### src/hdl/bpq_pkg.sv
// Shared types and constants for the bounded three-level priority queue.
package bpq_pkg;

   // Default sizes for the top-level parameters
   localparam int DEPTH_DEF      = 16;
   localparam int DATA_WIDTH_DEF = 32;

   // Fixed field widths of the channels
   localparam int ITEM_DATA_W = 32;
   localparam int LEVEL_W     = 2;
   localparam int COUNT_W     = 5;

   // Priority levels
   localparam logic [LEVEL_W-1:0] LEVEL_LOW  = 2'd0;
   localparam logic [LEVEL_W-1:0] LEVEL_HIGH = 2'd2;

   typedef enum logic {
      OP_INSERT  = 1'b0,
      OP_EXTRACT = 1'b1
   } op_type;

   // Operation handed to the sorted store for one beat
   typedef struct packed {
      logic               fire;
      op_type             opcode;
      logic [LEVEL_W-1:0] level;
   } op_ctrl_type;

   // Status of that operation, returned by the sorted store
   typedef struct packed {
      logic               success;
      logic               dropped;
      logic [LEVEL_W-1:0] level;
      logic [COUNT_W-1:0] count;
   } op_status_type;

endpackage

### src/hdl/bpq_if.sv
// Request and response channel interfaces of the priority queue.
interface bpq_req_if import bpq_pkg::*; ();
   logic                   valid;
   logic                   ready;
   logic                   opcode;
   logic [ITEM_DATA_W-1:0] item_data;
   logic [LEVEL_W-1:0]     item_priority;

   modport source (output valid, output opcode, output item_data, output item_priority,
                   input ready);
   modport sink   (input valid, input opcode, input item_data, input item_priority,
                   output ready);
endinterface

interface bpq_rsp_if import bpq_pkg::*; ();
   logic                   valid;
   logic                   ready;
   logic                   success;
   logic [ITEM_DATA_W-1:0] out_data;
   logic [LEVEL_W-1:0]     out_priority;
   logic                   dropped;
   logic [COUNT_W-1:0]     entry_count;

   modport source (output valid, output success, output out_data, output out_priority,
                   output dropped, output entry_count, input ready);
   modport sink   (input valid, input success, input out_data, input out_priority,
                   input dropped, input entry_count, output ready);
endinterface

### src/hdl/bpq_sorted_store.sv
// Sorted register array: parallel compare for the insert point, then a shift of the entries.
module bpq_sorted_store import bpq_pkg::*; #(
   parameter int DEPTH      = DEPTH_DEF,
   parameter int DATA_WIDTH = DATA_WIDTH_DEF
) (
   input  logic                  clock,
   input  logic                  reset,
   input  op_ctrl_type           ctrl,
   input  logic [DATA_WIDTH-1:0] word,
   output op_status_type         status,
   output logic [DATA_WIDTH-1:0] head_word
);

   localparam int CNT_W  = $clog2(DEPTH + 1);
   localparam int CNT_KW = (CNT_W < COUNT_W) ? CNT_W : COUNT_W;

   logic [DATA_WIDTH-1:0] data_ff  [DEPTH];
   logic [DATA_WIDTH-1:0] data_in  [DEPTH];
   logic [LEVEL_W-1:0]    level_ff [DEPTH];
   logic [LEVEL_W-1:0]    level_in [DEPTH];
   logic [CNT_W-1:0]      occ_ff;
   logic [CNT_W-1:0]      occ_in;
   logic [CNT_W-1:0]      occ_base;
   logic [LEVEL_W-1:0]    lvl;
   logic [DEPTH-1:0]      keep;
   logic [DEPTH-1:0]      keep_prev;
   logic                  full;
   logic                  empty;
   logic                  is_insert;
   logic                  write_en;

   // Clamp level, trim a full queue by its tail, mark entries that stay put
   always_comb begin
      is_insert = (ctrl.opcode == OP_INSERT);
      lvl       = (ctrl.level > LEVEL_HIGH) ? LEVEL_HIGH : ctrl.level;
      full      = (occ_ff >= CNT_W'(DEPTH));
      empty     = (occ_ff == '0);
      occ_base  = full ? CNT_W'(DEPTH - 1) : occ_ff;
      for (int i = 0; i < DEPTH; i++) begin
         keep[i] = (CNT_W'(i) < occ_base) && (level_ff[i] >= lvl);
      end
      keep_prev = {keep[DEPTH-2:0], 1'b1};
   end

   // Next array contents: insert shifts the tail down, extract shifts up
   always_comb begin
      if (is_insert) begin
         data_in[0]  = keep[0] ? data_ff[0] : word;
         level_in[0] = keep[0] ? level_ff[0] : lvl;
         for (int i = 1; i < DEPTH; i++) begin
            if (keep[i]) begin
               data_in[i]  = data_ff[i];
               level_in[i] = level_ff[i];
            end else if (keep_prev[i]) begin
               data_in[i]  = word;
               level_in[i] = lvl;
            end else begin
               data_in[i]  = data_ff[i-1];
               level_in[i] = level_ff[i-1];
            end
         end
      end else begin
         for (int i = 0; i < DEPTH - 1; i++) begin
            data_in[i]  = data_ff[i+1];
            level_in[i] = level_ff[i+1];
         end
         data_in[DEPTH-1]  = data_ff[DEPTH-1];
         level_in[DEPTH-1] = level_ff[DEPTH-1];
      end
   end

   // Occupancy and result status
   always_comb begin
      write_en = ctrl.fire && (is_insert || !empty);
      if (is_insert) begin
         occ_in = occ_base + 1'b1;
      end else if (empty) begin
         occ_in = occ_ff;
      end else begin
         occ_in = occ_ff - 1'b1;
      end
      status         = '0;
      status.success = is_insert || !empty;
      status.dropped = is_insert && full;
      status.count[CNT_KW-1:0] = occ_in[CNT_KW-1:0];
      head_word      = '0;
      if (!is_insert && !empty) begin
         status.level = level_ff[0];
         head_word    = data_ff[0];
      end
   end

   // Entry storage, no reset: only entries below the count are ever read
   always_ff @(posedge clock) begin
      if (write_en) begin
         data_ff  <= data_in;
         level_ff <= level_in;
      end
   end

   always_ff @(posedge clock) begin
      if (reset) begin
         occ_ff <= '0;
      end else if (ctrl.fire) begin
         occ_ff <= occ_in;
      end
   end

   // Count never passes the capacity
   assert property (@(posedge clock) disable iff (reset) occ_ff <= CNT_W'(DEPTH))
      else $error("bpq: occupancy above depth");

   // Insert grows the count unless full, where it stays at capacity
   assert property (@(posedge clock) disable iff (reset)
      (ctrl.fire && ctrl.opcode == OP_INSERT) |=>
         (occ_ff == CNT_W'(DEPTH)) ||
         (occ_ff == CNT_W'($past(occ_ff) + 1'b1)))
      else $error("bpq: insert count update wrong");

   // Extract on a non-empty queue drops the count by one
   assert property (@(posedge clock) disable iff (reset)
      (ctrl.fire && ctrl.opcode == OP_EXTRACT && occ_ff != '0) |=>
         (occ_ff == CNT_W'($past(occ_ff) - 1'b1)))
      else $error("bpq: extract count update wrong");

   // An extract that finds the queue empty reports failure
   assert property (@(posedge clock) disable iff (reset)
      (ctrl.opcode == OP_EXTRACT && occ_ff == '0) |-> !status.success)
      else $error("bpq: empty extract reported success");

endmodule

### src/hdl/bounded_three_level_priority_queue_core.sv
// A request beat passes the request register, then the response register, before
// its response beat can be accepted.
// Throughput: one operation per cycle unless the response channel stalls; the sorted
// register array inserts or extracts between the request and response registers.
// Backpressure on the response channel stalls the request register, which then holds off requests.
// Reset (synchronous) empties the queue and clears both registers' valid flags;
// entry contents are not cleared.
module bounded_three_level_priority_queue_core import bpq_pkg::*; #(
   parameter int DEPTH      = DEPTH_DEF,
   parameter int DATA_WIDTH = DATA_WIDTH_DEF
) (
   input  logic      clock,
   input  logic      reset,
   bpq_req_if.sink   req_chan,
   bpq_rsp_if.source rsp_chan
);

   localparam int KEEP_W = (DATA_WIDTH < ITEM_DATA_W) ? DATA_WIDTH : ITEM_DATA_W;

   logic                   in_valid_ff;
   logic                   in_op_ff;
   logic [ITEM_DATA_W-1:0] in_data_ff;
   logic [LEVEL_W-1:0]     in_level_ff;
   logic                   out_valid_ff;
   op_status_type          out_status_ff;
   logic [ITEM_DATA_W-1:0] out_data_ff;
   logic                   fire;
   op_ctrl_type            ctrl;
   op_status_type          status;
   logic [DATA_WIDTH-1:0]  word;
   logic [DATA_WIDTH-1:0]  head_word;
   logic [ITEM_DATA_W-1:0] head_wide;

   // Request register moves on when the response register is free
   always_comb begin
      fire           = in_valid_ff && (!out_valid_ff || rsp_chan.ready);
      req_chan.ready = !in_valid_ff || fire;
      ctrl.fire      = fire;
      ctrl.opcode    = op_type'(in_op_ff);
      ctrl.level     = in_level_ff;
      word           = '0;
      word[KEEP_W-1:0]      = in_data_ff[KEEP_W-1:0];
      head_wide             = '0;
      head_wide[KEEP_W-1:0] = head_word[KEEP_W-1:0];
   end

   always_ff @(posedge clock) begin
      if (reset) begin
         in_valid_ff <= 1'b0;
      end else if (req_chan.ready) begin
         in_valid_ff <= req_chan.valid;
      end
   end

   always_ff @(posedge clock) begin
      if (req_chan.ready && req_chan.valid) begin
         in_op_ff    <= req_chan.opcode;
         in_data_ff  <= req_chan.item_data;
         in_level_ff <= req_chan.item_priority;
      end
   end

   bpq_sorted_store #(
      .DEPTH      (DEPTH),
      .DATA_WIDTH (DATA_WIDTH)
   ) u_store (
      .clock     (clock),
      .reset     (reset),
      .ctrl      (ctrl),
      .word      (word),
      .status    (status),
      .head_word (head_word)
   );

   // Response register
   always_ff @(posedge clock) begin
      if (reset) begin
         out_valid_ff <= 1'b0;
      end else if (fire) begin
         out_valid_ff <= 1'b1;
      end else if (rsp_chan.ready) begin
         out_valid_ff <= 1'b0;
      end
   end

   always_ff @(posedge clock) begin
      if (fire) begin
         out_status_ff <= status;
         out_data_ff   <= head_wide;
      end
   end

   assign rsp_chan.valid        = out_valid_ff;
   assign rsp_chan.success      = out_status_ff.success;
   assign rsp_chan.out_data     = out_data_ff;
   assign rsp_chan.out_priority = out_status_ff.level;
   assign rsp_chan.dropped      = out_status_ff.dropped;
   assign rsp_chan.entry_count  = out_status_ff.count;

   // Every operation taken into the store shows up as a response beat
   assert property (@(posedge clock) disable iff (reset) fire |=> out_valid_ff)
      else $error("bpq: response lost");

   // A waiting response is never overwritten
   assert property (@(posedge clock) disable iff (reset)
      (out_valid_ff && !rsp_chan.ready) |-> !fire)
      else $error("bpq: response overwritten");

   // A failed extract never carries a data word
   assert property (@(posedge clock) disable iff (reset)
      (out_valid_ff && !out_status_ff.success) |-> (out_data_ff == '0))
      else $error("bpq: failed extract returned data");

endmodule
### src/flat_wrapper.sv
// flat-port wrapper written by rule: the top's interface ports become plain ports
module bounded_three_level_priority_queue_core_flat import bpq_pkg::*;
#(
   parameter int DEPTH      = DEPTH_DEF,
   parameter int DATA_WIDTH = DATA_WIDTH_DEF
)
  (clock, reset, req_chan_valid, req_chan_opcode, req_chan_item_data, req_chan_item_priority, req_chan_ready, rsp_chan_valid, rsp_chan_success, rsp_chan_out_data, rsp_chan_out_priority, rsp_chan_dropped, rsp_chan_entry_count, rsp_chan_ready);
  bpq_req_if req_chan_i ();
  bpq_rsp_if rsp_chan_i ();
  input  logic clock;
  input  logic reset;
  input wire logic [$bits(req_chan_i.valid)-1:0] req_chan_valid;
  input wire logic [$bits(req_chan_i.opcode)-1:0] req_chan_opcode;
  input wire logic [$bits(req_chan_i.item_data)-1:0] req_chan_item_data;
  input wire logic [$bits(req_chan_i.item_priority)-1:0] req_chan_item_priority;
  output wire logic [$bits(req_chan_i.ready)-1:0] req_chan_ready;
  output wire logic [$bits(rsp_chan_i.valid)-1:0] rsp_chan_valid;
  output wire logic [$bits(rsp_chan_i.success)-1:0] rsp_chan_success;
  output wire logic [$bits(rsp_chan_i.out_data)-1:0] rsp_chan_out_data;
  output wire logic [$bits(rsp_chan_i.out_priority)-1:0] rsp_chan_out_priority;
  output wire logic [$bits(rsp_chan_i.dropped)-1:0] rsp_chan_dropped;
  output wire logic [$bits(rsp_chan_i.entry_count)-1:0] rsp_chan_entry_count;
  input wire logic [$bits(rsp_chan_i.ready)-1:0] rsp_chan_ready;
  assign req_chan_i.valid = req_chan_valid;
  assign req_chan_i.opcode = req_chan_opcode;
  assign req_chan_i.item_data = req_chan_item_data;
  assign req_chan_i.item_priority = req_chan_item_priority;
  assign req_chan_ready = req_chan_i.ready;
  assign rsp_chan_valid = rsp_chan_i.valid;
  assign rsp_chan_success = rsp_chan_i.success;
  assign rsp_chan_out_data = rsp_chan_i.out_data;
  assign rsp_chan_out_priority = rsp_chan_i.out_priority;
  assign rsp_chan_dropped = rsp_chan_i.dropped;
  assign rsp_chan_entry_count = rsp_chan_i.entry_count;
  assign rsp_chan_i.ready = rsp_chan_ready;
  bounded_three_level_priority_queue_core #(.DEPTH(DEPTH), .DATA_WIDTH(DATA_WIDTH)) u_core (.clock(clock), .reset(reset), .req_chan(req_chan_i), .rsp_chan(rsp_chan_i));
endmodule
### config.mk
export PLATFORM = sky130hd
export DESIGN_NAME = bounded_three_level_priority_queue_core_flat
export DESIGN_NICKNAME = d
export VERILOG_FILES = /design/src/hdl/bpq_pkg.sv /design/src/hdl/bpq_if.sv /design/src/hdl/bpq_sorted_store.sv /design/src/hdl/bounded_three_level_priority_queue_core.sv /design/src/flat_wrapper.sv
export SDC_FILE = /design/constraint.sdc
export NUM_CORES = 1
export LEC_CHECK = 0
export BUFFER_PORTS_ARGS = -buffer_cell sky130_fd_sc_hd__buf_2
export CORE_AREA = 5 5 226 228
export CTS_CLUSTER_DIAMETER = 150
export DETAILED_ROUTE_END_ITERATION = 7
export DIE_AREA = 0 0 231 233
export HOLD_SLACK_MARGIN = 0.08
export PLACE_DENSITY = 0.85
export SYNTH_ARGS = -nofsm -noshare
export SYNTH_HDL_FRONTEND = slang
export SYNTH_SLANG_ARGS = --single-unit
### constraint.sdc
create_clock -name clock -period 11.4 [get_ports clock]
set_input_delay 1.14 -clock clock [delete_from_list [all_inputs] [get_ports clock]]
set_output_delay 1.14 -clock clock [all_outputs]
set_load 0.05 [all_outputs]
Word-level counts from Yosys, hierarchy flattened

Index checks and enable logic that the tools add are counted.

$add $sub $neg: 2
$lt $le $gt $ge: 34
Equal/unequal tests: 15
Muxes and demuxes: 70
Bitwise operators: 2
Reductions and logical operators: 45

Operator list:

| kind                                                     | number |
|---|---|
| two-way mux 32 bit                                       | 32 |
| two-way mux 512 bit                                      | 1 |
| two-way mux 2 bit                                        | 32 |
| < comparator 4 x 5 -> 1 bit, first input constant        | 8 |
| greater-or-equal comparator 2 bit                        | 16 |
| inequality test 2 x 1 -> 1 bit, second input constant    | 15 |
| AND reduction 2 bit                                      | 15 |
| logical AND 1 bit                                        | 21 |
| < comparator 3 x 5 -> 1 bit, first input constant        | 4 |
| two-way mux 5 bit                                        | 3 |
| < comparator 1 x 5 -> 1 bit, first input constant        | 2 |
| < comparator 2 x 5 -> 1 bit, first input constant        | 2 |
| adder 5 x 1 -> 5 bit, second input constant              | 1 |
| greater-or-equal comparator 5 bit, second input constant | 1 |
| logical NOT 5 bit                                        | 1 |
| subtractor 5 x 1 -> 5 bit, second input constant         | 1 |
| logical NOT 1 bit                                        | 3 |
| logical OR 1 bit                                         | 3 |
| AND reduction 3 bit                                      | 1 |
| > comparator 2 bit, second input constant                | 1 |
| two-way mux 1 bit                                        | 2 |
| inverter 1 bit                                           | 2 |
| nonzero test 2 bit                                       | 1 |

Register bits: 627
Input port bits: 39
Output and inout port bits: 43
Logic and storage cells: 211

Logic depth before layout (Yosys ltp)

Gate-level depths: netlist of the first run.

Depth in word-level cells: 7
Depth in mapped cells: 11
Depth with buffers taken out: 6

Hierarchy

A second synthesis of the first run with hierarchy kept.

Cell total of the unflattened synthesis: 2,924
Area total of the unflattened synthesis: 32,543.7 um^2

Modules (own cells, without submodules):

| module                                  | times used | cells each | area each (um^2) | sequential area each (um^2) |
|---|---|---|---|---|
| bpq_sorted_store                        | 1          | 2,838      | 30,157.7         | 16,435.8 |
| bounded_three_level_priority_queue_core | 1          | 86         | 2,386.0          | 2,322.2 |

Worst setup path after synthesis of the first run

OpenSTA, ideal clock, no wires.

Kind: register to register
From: register u_core.in_level_ff[1]
To: register u_core.u_store.data_ff[480] in the netlist's numbering (enable)
Library setup time: 0.436 ns
Arrival time: 3.615 ns
Required time: 10.964 ns
Slack: 7.348 ns
Cell stages (with the launch flop): 10
Path buffers: 4
Clock period less this slack: 4.052 ns
Cell sequence: edfxtp_1 > buf_4 > clkbuf_1 > inv_1 > ha_1 > nor4b_1 > a211oi_1 > buf_4 > buf_4 > a21oi_1

Word-level cells in the longest chain between the ends: 6

RTL lines:

| what                                                | line                                          | source |
|---|---|---|
| start, declared                                     | bounded_three_level_priority_queue_core.sv:23 | `logic [LEVEL_W-1:0] in_level_ff;` |
| start signal, assigned                              | bounded_three_level_priority_queue_core.sv:59 | `in_level_ff <= req_chan.item_priority;` |
| > comparator 2 bit                                  | bpq_sorted_store.sv:35                        | `lvl = (ctrl.level > LEVEL_HIGH) ? LEVEL_HIGH : ctrl.level;` |
| two-way mux 2 bit (*)                               | bpq_sorted_store.sv:35                        |  |
| greater-or-equal comparator 2 bit (*)               | bpq_sorted_store.sv:40                        | `keep[i] = (CNT_W'(i) < occ_base) && (level_ff[i] >= lvl);` |
| logical AND 1 bit (*)                               | bpq_sorted_store.sv:40                        |  |
| inequality test 2 x 1 -> 1 bit (no source line) (*) | -                                             |  |
| AND reduction 2 bit (no source line) (*)            | -                                             |  |
| end signal, assigned                                | bpq_sorted_store.sv:96                        | `data_ff <= data_in;` |
| end, declared                                       | bpq_sorted_store.sv:17                        | `logic [DATA_WIDTH-1:0] data_ff [DEPTH];` |

Mark *: on every way between the ends. The rest lies on a longest branch, timed or not.
A chain may end at the register's enable or synchronous reset.

Worst setup path after layout of the first run

From: register u_core.in_level_ff[1]
To: register u_core.u_store.data_ff[463] in the netlist's numbering (enable)

The elaborated chain is that of the path after synthesis.

==> results of run 1 <==
-- final timing paths --
path,start,to,slack [ns],depth (start not counted)
worst min-delay path,u_core.u_store.data_ff[29]$_DFFE_PP_,u_core.u_store.data_ff[61]$_DFFE_PP_,0.53,2
worst max register to register,u_core.in_level_ff[1]$_DFFE_PP_,u_core.u_store.data_ff[463]$_DFFE_PP_,7.20,6
worst min register to register,u_core.u_store.data_ff[29]$_DFFE_PP_,u_core.u_store.data_ff[61]$_DFFE_PP_,0.53,2
worst max-delay path,u_core.in_level_ff[1]$_DFFE_PP_,u_core.u_store.data_ff[463]$_DFFE_PP_,7.20,6
-- logic make-up (layout without fill, tap and decap cells) --
group	after synthesis	in the layout	share of synthesized area, %
and+or+nand+nor	1116	1116	16.3
DFF	627	627	57.4
AOI/OAI and AO/OA	554	554	10.5
muxes	337	337	10.4
buffers and inverters	287	240	4.67
adders and majority gates	18	18	0.689
xor gates and xnor gates	1	1	0.0268
-- registers in the layout (all words and copies together), names as in the netlist --
| register | count |
|---|---|
| u_core.rsp_chan.dropped | 1 |
| u_core.rsp_chan.out_priority | 2 |
| u_core.rsp_chan.success | 1 |
| u_core.u_store.data_ff | 512 |
| u_core.in_op_ff | 1 |
| u_core.in_data_ff | 32 |
| u_core.rsp_chan.valid | 1 |
| u_core.u_store.occ_ff | 5 |
| u_core.in_valid_ff | 1 |
| u_core.in_level_ff | 2 |
| u_core.rsp_chan.entry_count | 5 |
| u_core.u_store.level_ff | 32 |
| u_core.rsp_chan.out_data | 32 |
-- final cells by class --
type / count / area, um2
Clock buffer: 79 / 1760
Clock inverter: 34 / 339
Tap cell: 622 / 778
Multi-Input combinational cell: 2026 / 12800
Fill cell: 3243 / 13500
Timing Repair Buffer: 115 / 686
Inverter: 12 / 47.5
Sequential cell: 627 / 18800
-- through the flow --
step / total power [mW] / std cells / hold WS (ns) / worst slack, ns / util, %
finish: 5.74 / 3515 / 0.532 / 7.20 / 72.3
global route: 5.93 / 3515 / 0.554 / 7.01 / 72.3
CTS: 5.74 / 3514 / 0.532 / 6.96 / 72.2
detailed placement: 3.61 / 3401 / 0.516 / 7.01 / 67.9
global placement: 3.57 / 3401 / 0.508 / 7.19 / 67.9
floorplan: 3.41 / 2940 / 0.490 / 7.35 / -
-- power breakdown --
part | switching (mW) | internal [mW] | total [mW]
Combinational | 0.490 | 0.247 | 0.738
Clock | 0.894 | 1.26 | 2.15
Sequential | 0.110 | 2.74 | 2.85
Total | 1.49 | 4.24 | 5.74
-- layer usage --
layer	part of all wire (%)	vias to the layer above	GRT usage, %
li1	-	10620	-
met1	37	11621	35.1
met2	52	1141	52.9
met3	5.2	292	3.82
met4	5.2	0	14.1
met5	0	-	0
-- synthesized netlist by cell type (6+ instances only) --
library cell	n	area [um2]
mux2i_1	303	3030
clkbuf_1	147	552
nand2_1	556	2090
or3_1	130	813
nand2b_1	6	37.5
and3_1	35	219
nand3_1	133	666
ha_1	18	225
nor2b_1	132	826
nor3_1	37	185
edfxtp_1	620	18600
buf_2	63	315
inv_1	11	41.3
and2_1	34	213
a21oi_1	28	140
o21ai_1	70	350
o21ai_0	249	1250
a311o_1	33	330
mux2_2	34	383
a22oi_1	128	961
buf_6	38	428
dfxtp_1	7	140
buf_4	22	165
nor2_1	38	143
-- worst max-delay path, stage by stage, from the launching register on --
cell and delay (ns):
edfxtp_1 0.81, inv_1 0.54, ha_1 0.48, a21oi_4 0.14
buf_4 0.52, nor2_1 0.22, a21oi_4 1.03
==> qor.yml, run 1 <==
run_status: "finished clean"
die_w_um: 231
antenna_found_initial: 0
io_pins: 82
yosys_warnings: 0
clockBufferDepth: 3
floorplan.die_area_um2: 53800
tns_ns: 0
overflow: 0
rows: 81
final-max-slew-violation-count: 0
gp_congestion: 0.858
startpoint_type: "register"
synth.cell_area_um2: 32700
p_leak_nw: 11.9
setup_viol: 0
synthFlopType: "edfxtp_1"
grt_pass1_wl_um: 127000
path_clk_slew_ns: 0.06
post_cts_resized: 0
max_freq_mhz: 238
rsz0062_at_grt: "no"
fin_crit_sh_pct: 36.9
critical_path_required_ns: 11.60
worstPathArrival_ns: 4.40
drt_pass1_iterations: 7
fin_area_um2: 35200
antenna_cells: 0
fin_crit_ns: 4.20
core_area_um2: 48600
start_util_pct: 67.2
grt_pass1_vias: 23749
cts-buffers-inserted: 66
wirelength_um: 81400
cp-end-kind: "register"
viasPerCell: 6.74
p_per_area_nw_per_um2: 163
hold_class: "reg -> reg"
yosysSeqAreaShare_pct: 57.4
final_common_cell: "edfxtp_1"
area_growth_syn_to_layout_pct: 7.54
ys_ff_latch: 627
layout_common_cells: "620 x edfxtp_1, 556 x nand2_1, 303 x mux2i_1, 249 x o21ai_0, 133 x nand3_1"
num_vias: 23674
wl_per_cell_um: 23.2
drc: 0
synth_cell_types: 57
worstMarginPinSlew_ns: 1.35
irDropWorstVdd_v: 0.000147
drt_iter0_markers: 2719
finalHoldViolCount: 0
cts_tree: "yes"
ys_async_sr_fraction_pct: 0
syn_inst: 2940
htreeDepth: 3
clkSinkCount: 627
die_h_um: 233
worst-setup-path-type: "reg -> reg"
maxSlewHeadroom_pct: 9.82
synth.avg_cell_area_um2: 11.1
grt_max_degree: 272
clk_latency_ns: 0.61
drive_gt1_share_pct: 9.71
path_max_fanout: 65
post-cts-setup-buffers: 0
nets: 2905
grtUsageTotal_pct: 29.4
dpl_cell_area_um2: 33000
maxCapViolations: 0
cts_root_buf: "clkbuf_16"
syn_nets: 2997
drtAntennaViolNets: 0
synth_edf_count: 620
postCtsHoldBufs: 0
skew_ns: 0.0224
port_buffers: 81
hpwl_um: 51600
Note: power is estimated with default switching activity, not from simulation.
==> run 2: changes to the inputs <==
Settings changed: ABC_AREA from default to 1, CORE_AREA 5 5 226 228 to 5 5 250 252, DIE_AREA 0 0 231 233 to 0 0 255 257, PLACE_DENSITY 0.85 to 0.76.
Clock period 11.4 ns to 3.83 ns, I/O delays scaled along.
==> run 2 against run 1 <==
Net effect: critical path depth up 3; synthesized cell count up 42%; wire length down 9.2%; cell count up 41%; largest power group unchanged; synthesized area up 3.4%; largest cell class unchanged.
==> qor.yml, run 2 <==
largest_reg_flops: 512  # unchanged
setup_viol: 0  # unchanged
final-max-slew-violation-count: 0  # unchanged
clkSinkCount: 627  # unchanged
yosys.area.top_type: "edfxtp_1"
rsz0062_at_grt: "no"
finalHoldViolCount: 0  # unchanged
grt_pass1_wl_um: 124000  # -2.7%
run_status: "finished clean"
gp_congestion: 0.835  # -2.6%
die_w_um: 255  # +10%
core_area_um2: 59900  # +23%
clk_latency_ns: 0.61  # about the same
cp-end-kind: "register"
startpoint_type: "register"
port_buffers: 81  # unchanged
cts_root_buf: "clkbuf_16"
yosysSeqAreaShare_pct: 55.5  # -1.9 points
r2r_start: "u_core.in_level_ff[1]$_DFFE_PP_"
wl_per_cell_um: 14.9  # -36%
fin_crit_sh_pct: 77.3  # +40 points
path_max_fanout: 35  # -46%
fin_crit_ns: 2.96  # -1.24 ns
finalPower_mw: 17.5  # +200%
area_growth_syn_to_layout_pct: 9.86
num_vias: 26074  # +10%
place_inst: 4809  # +41%
hold_depth: 4  # +2
maxSlewHeadroom_pct: 27.4  # +18 points
fillers: 5166  # +59%
wirelength_um: 73900  # -9.2%
critical_path_required_ns: 4.19  # -7.41 ns
synth_top_area_share_pct: 55.1  # -1.9 points
drt_pass1_iterations: 6  # -1
irDropWorstVdd_v: 0.000440  # +200%
skew_ns: 0.0190  # -0.00333 ns
synth_common_cells: "1544 x nand2_1, 945 x nand3_1, 620 x edfxtp_1"
p_per_area_nw_per_um2: 470  # +190%
largest_register: "u_core.u_store.data_ff"
fin_area_um2: 37100  # +5.6%
maxCapViolations: 0  # unchanged
htreeDepth: 3  # unchanged
grt_pass1_vias: 24689  # +4.0%
synth_most_common_cell: "nand2_1"
reg2reg_to: "u_core.u_store.data_ff[113]$_DFFE_PP_"
max_freq_mhz: 338  # +42%
synthFlopType: "edfxtp_1"
post-cts-setup-buffers: 0  # unchanged
drc: 0  # unchanged
io_pins: 82  # unchanged
cts_tree: "yes"
drtAntennaViolNets: 0  # unchanged
syn_nets: 4225  # +41%
holdPathEnd: "u_core.in_op_ff$_DFFE_PP_"
syn_inst: 4168  # +42%
overflow: 0  # unchanged
tns_ns: 0  # unchanged
synthTopCellsByArea: "edfxtp_1 55%, nand2_1 17%, nand3_1 14%"
ys_async_sr_fraction_pct: 0  # unchanged
ys_ff_latch: 627  # unchanged
die_h_um: 257  # +10%
viasPerCell: 5.25  # -22%
dpl_cell_area_um2: 34600  # +4.6%
path_clk_slew_ns: 0.06  # about the same
synth_cell_types: 28  # -51%
floorplan.die_area_um2: 65500  # +22%
hp-start: "req_chan_valid"
p_leak_nw: 17.6  # +48%
grtUsageTotal_pct: 22.2  # -7.2 points
nets: 4194  # +44%
antenna_cells: 0  # unchanged
yosys_warnings: 0  # unchanged
layout_common_cells: "1543 x nand2_1, 945 x nand3_1, 620 x edfxtp_1, 541 x inv_1, 101 x o21ai_0"
final_common_cell: "nand2_1"
hpwl_um: 49200  # -4.6%
worst-setup-path-type: "reg -> reg"
worstPathArrival_ns: 3.32  # -1.08 ns
cts-buffers-inserted: 70  # +6.1%
r2r_slack_ns: 0.87  # -6.33 ns
start_util_pct: 56.4  # -11 points
rows: 90  # +11%
synth.cell_area_um2: 33800  # +3.4%
worstMarginPinSlew_ns: 1.09  # -0.266 ns
hold_class: "in -> reg"
drive_gt1_share_pct: 6.61  # -3.1 points
grt_max_degree: 192  # -29%
antenna_found_initial: 0  # unchanged
synth.avg_cell_area_um2: 8.11  # -27%
clockBufferDepth: 3  # unchanged
fin_cells: 4971  # +41%
synth_edf_count: 620  # unchanged
drt_iter0_markers: 2657  # -2.3%
reg2reg_depth: 9  # +3
run 2: changes by cell type after synthesis, sizes merged, moves of 35 or more:
| cell | previous run | this run |
|---|---|---|
| nand2 | 556 | 1561 |
| nand3 | 133 | 945 |
| inv | 12 | 549 |
| mux2i | 303 | 0 |
| o21ai | 319 | 112 |
| nor2b | 133 | 0 |
| or3 | 130 | 0 |
| a22oi | 128 | 0 |
| clkbuf | 148 | 207 |
| buf | 127 | 80 |
| nor3 | 37 | 0 |
| and3 | 35 | 0 |
run 2: final cells by class:
type                            count  area [um2]  area share (%)
Sequential cell                   627       18800            50.5
Timing Repair Buffer              184        1320            3.57
Tap cell                          782         978            2.64
Multi-Input combinational cell   2704       11800            31.8
Clock buffer                       88        1880            5.07
Clock inverter                     36         305           0.822
Inverter                          550        2070            5.58
run 2: timing repair:
item | CTS | global route
endpoints found under the setup margin | 0 | 0
hold buffers | 38 | 0
endpoints found under the hold margin | 38 | 0
resized for setup | 0 | 0
run 2: report_power, final:
part,leakage (nW),internal [mW],switching (mW)
Combinational,10.6,0.743,1.89
Clock,1.07,3.81,2.64
Sequential,5.85,8.18,0.198
Total,17.6,12.7,4.72
run 2: worst max path at each step:
| stage | start | to | slack, ns | depth (start not counted) |
|---|---|---|---|---|
| final | u_core.in_level_ff[1]$_DFFE_PP_ | u_core.u_store.data_ff[113]$_DFFE_PP_ | 0.87 | 9 |
| after global routing | u_core.in_level_ff[1]$_DFFE_PP_ | u_core.u_store.data_ff[118]$_DFFE_PP_ | 0.68 | 9 |
| after CTS | u_core.in_level_ff[1]$_DFFE_PP_ | u_core.u_store.data_ff[113]$_DFFE_PP_ | 0.89 | 9 |
| after detailed placement | u_core.in_level_ff[1]$_DFFE_PP_ | u_core.u_store.data_ff[113]$_DFFE_PP_ | 0.89 | 9 |
| after global placement | u_core.in_level_ff[1]$_DFFE_PP_ | u_core.u_store.level_ff[6]$_DFFE_PP_ | 1.08 | 9 |
| after floorplan | u_core.rsp_chan.valid$_SDFFE_PP0P_ | u_core.u_store.data_ff[128]$_DFFE_PP_ | 0.11 | 3 |
run 2: stage by stage:
step	worst slack (ns)	hold WS, ns	util (%)
floorplan	0.111	0.452	-
global placement	1.08	0.497	57.7
detailed placement	0.885	0.501	57.7
CTS	0.891	0.445	62.0
global route	0.682	0.465	62.0
finish	0.869	0.468	62.0
run 2: cell families (layout without fill, tap and decap cells):
| family | count (synthesis) | in the layout | share of synthesized area, % |
|---|---|---|---|
| adders and majority gates | 18 | 18 | 0.666 |
| DFF | 627 | 627 | 55.5 |
| xor gates and xnor gates | 2 | 2 | 0.0518 |
| buffers and inverters | 837 | 858 | 9.66 |
| AOI/OAI and AO/OA | 128 | 128 | 1.97 |
| and+or+nand+nor | 2556 | 2556 | 32.1 |
run 2: worst max-delay path: stages, from the launching register on:
cell and delay (ns):
edfxtp_1 0.37, inv_2 0.15, buf_4 0.32, ha_1 0.30, o21ai_1 0.10, nand2_2 0.44, nand2_2 0.70, nand2_1 0.15
nand3_1 0.11, nand2_1 0.06
run 2: metal layers:
| metal | vias up | part of all wire (%) | GRT usage, % |
|---|---|---|---|
| met4 | 0 | 1.7 | 4.96 |
| met1 | 11588 | 46 | 33.2 |
| met3 | 106 | 7.7 | 3.43 |
| li1 | 13426 | - | - |
| met5 | - | 0 | 0 |
| met2 | 954 | 45 | 34.5 |
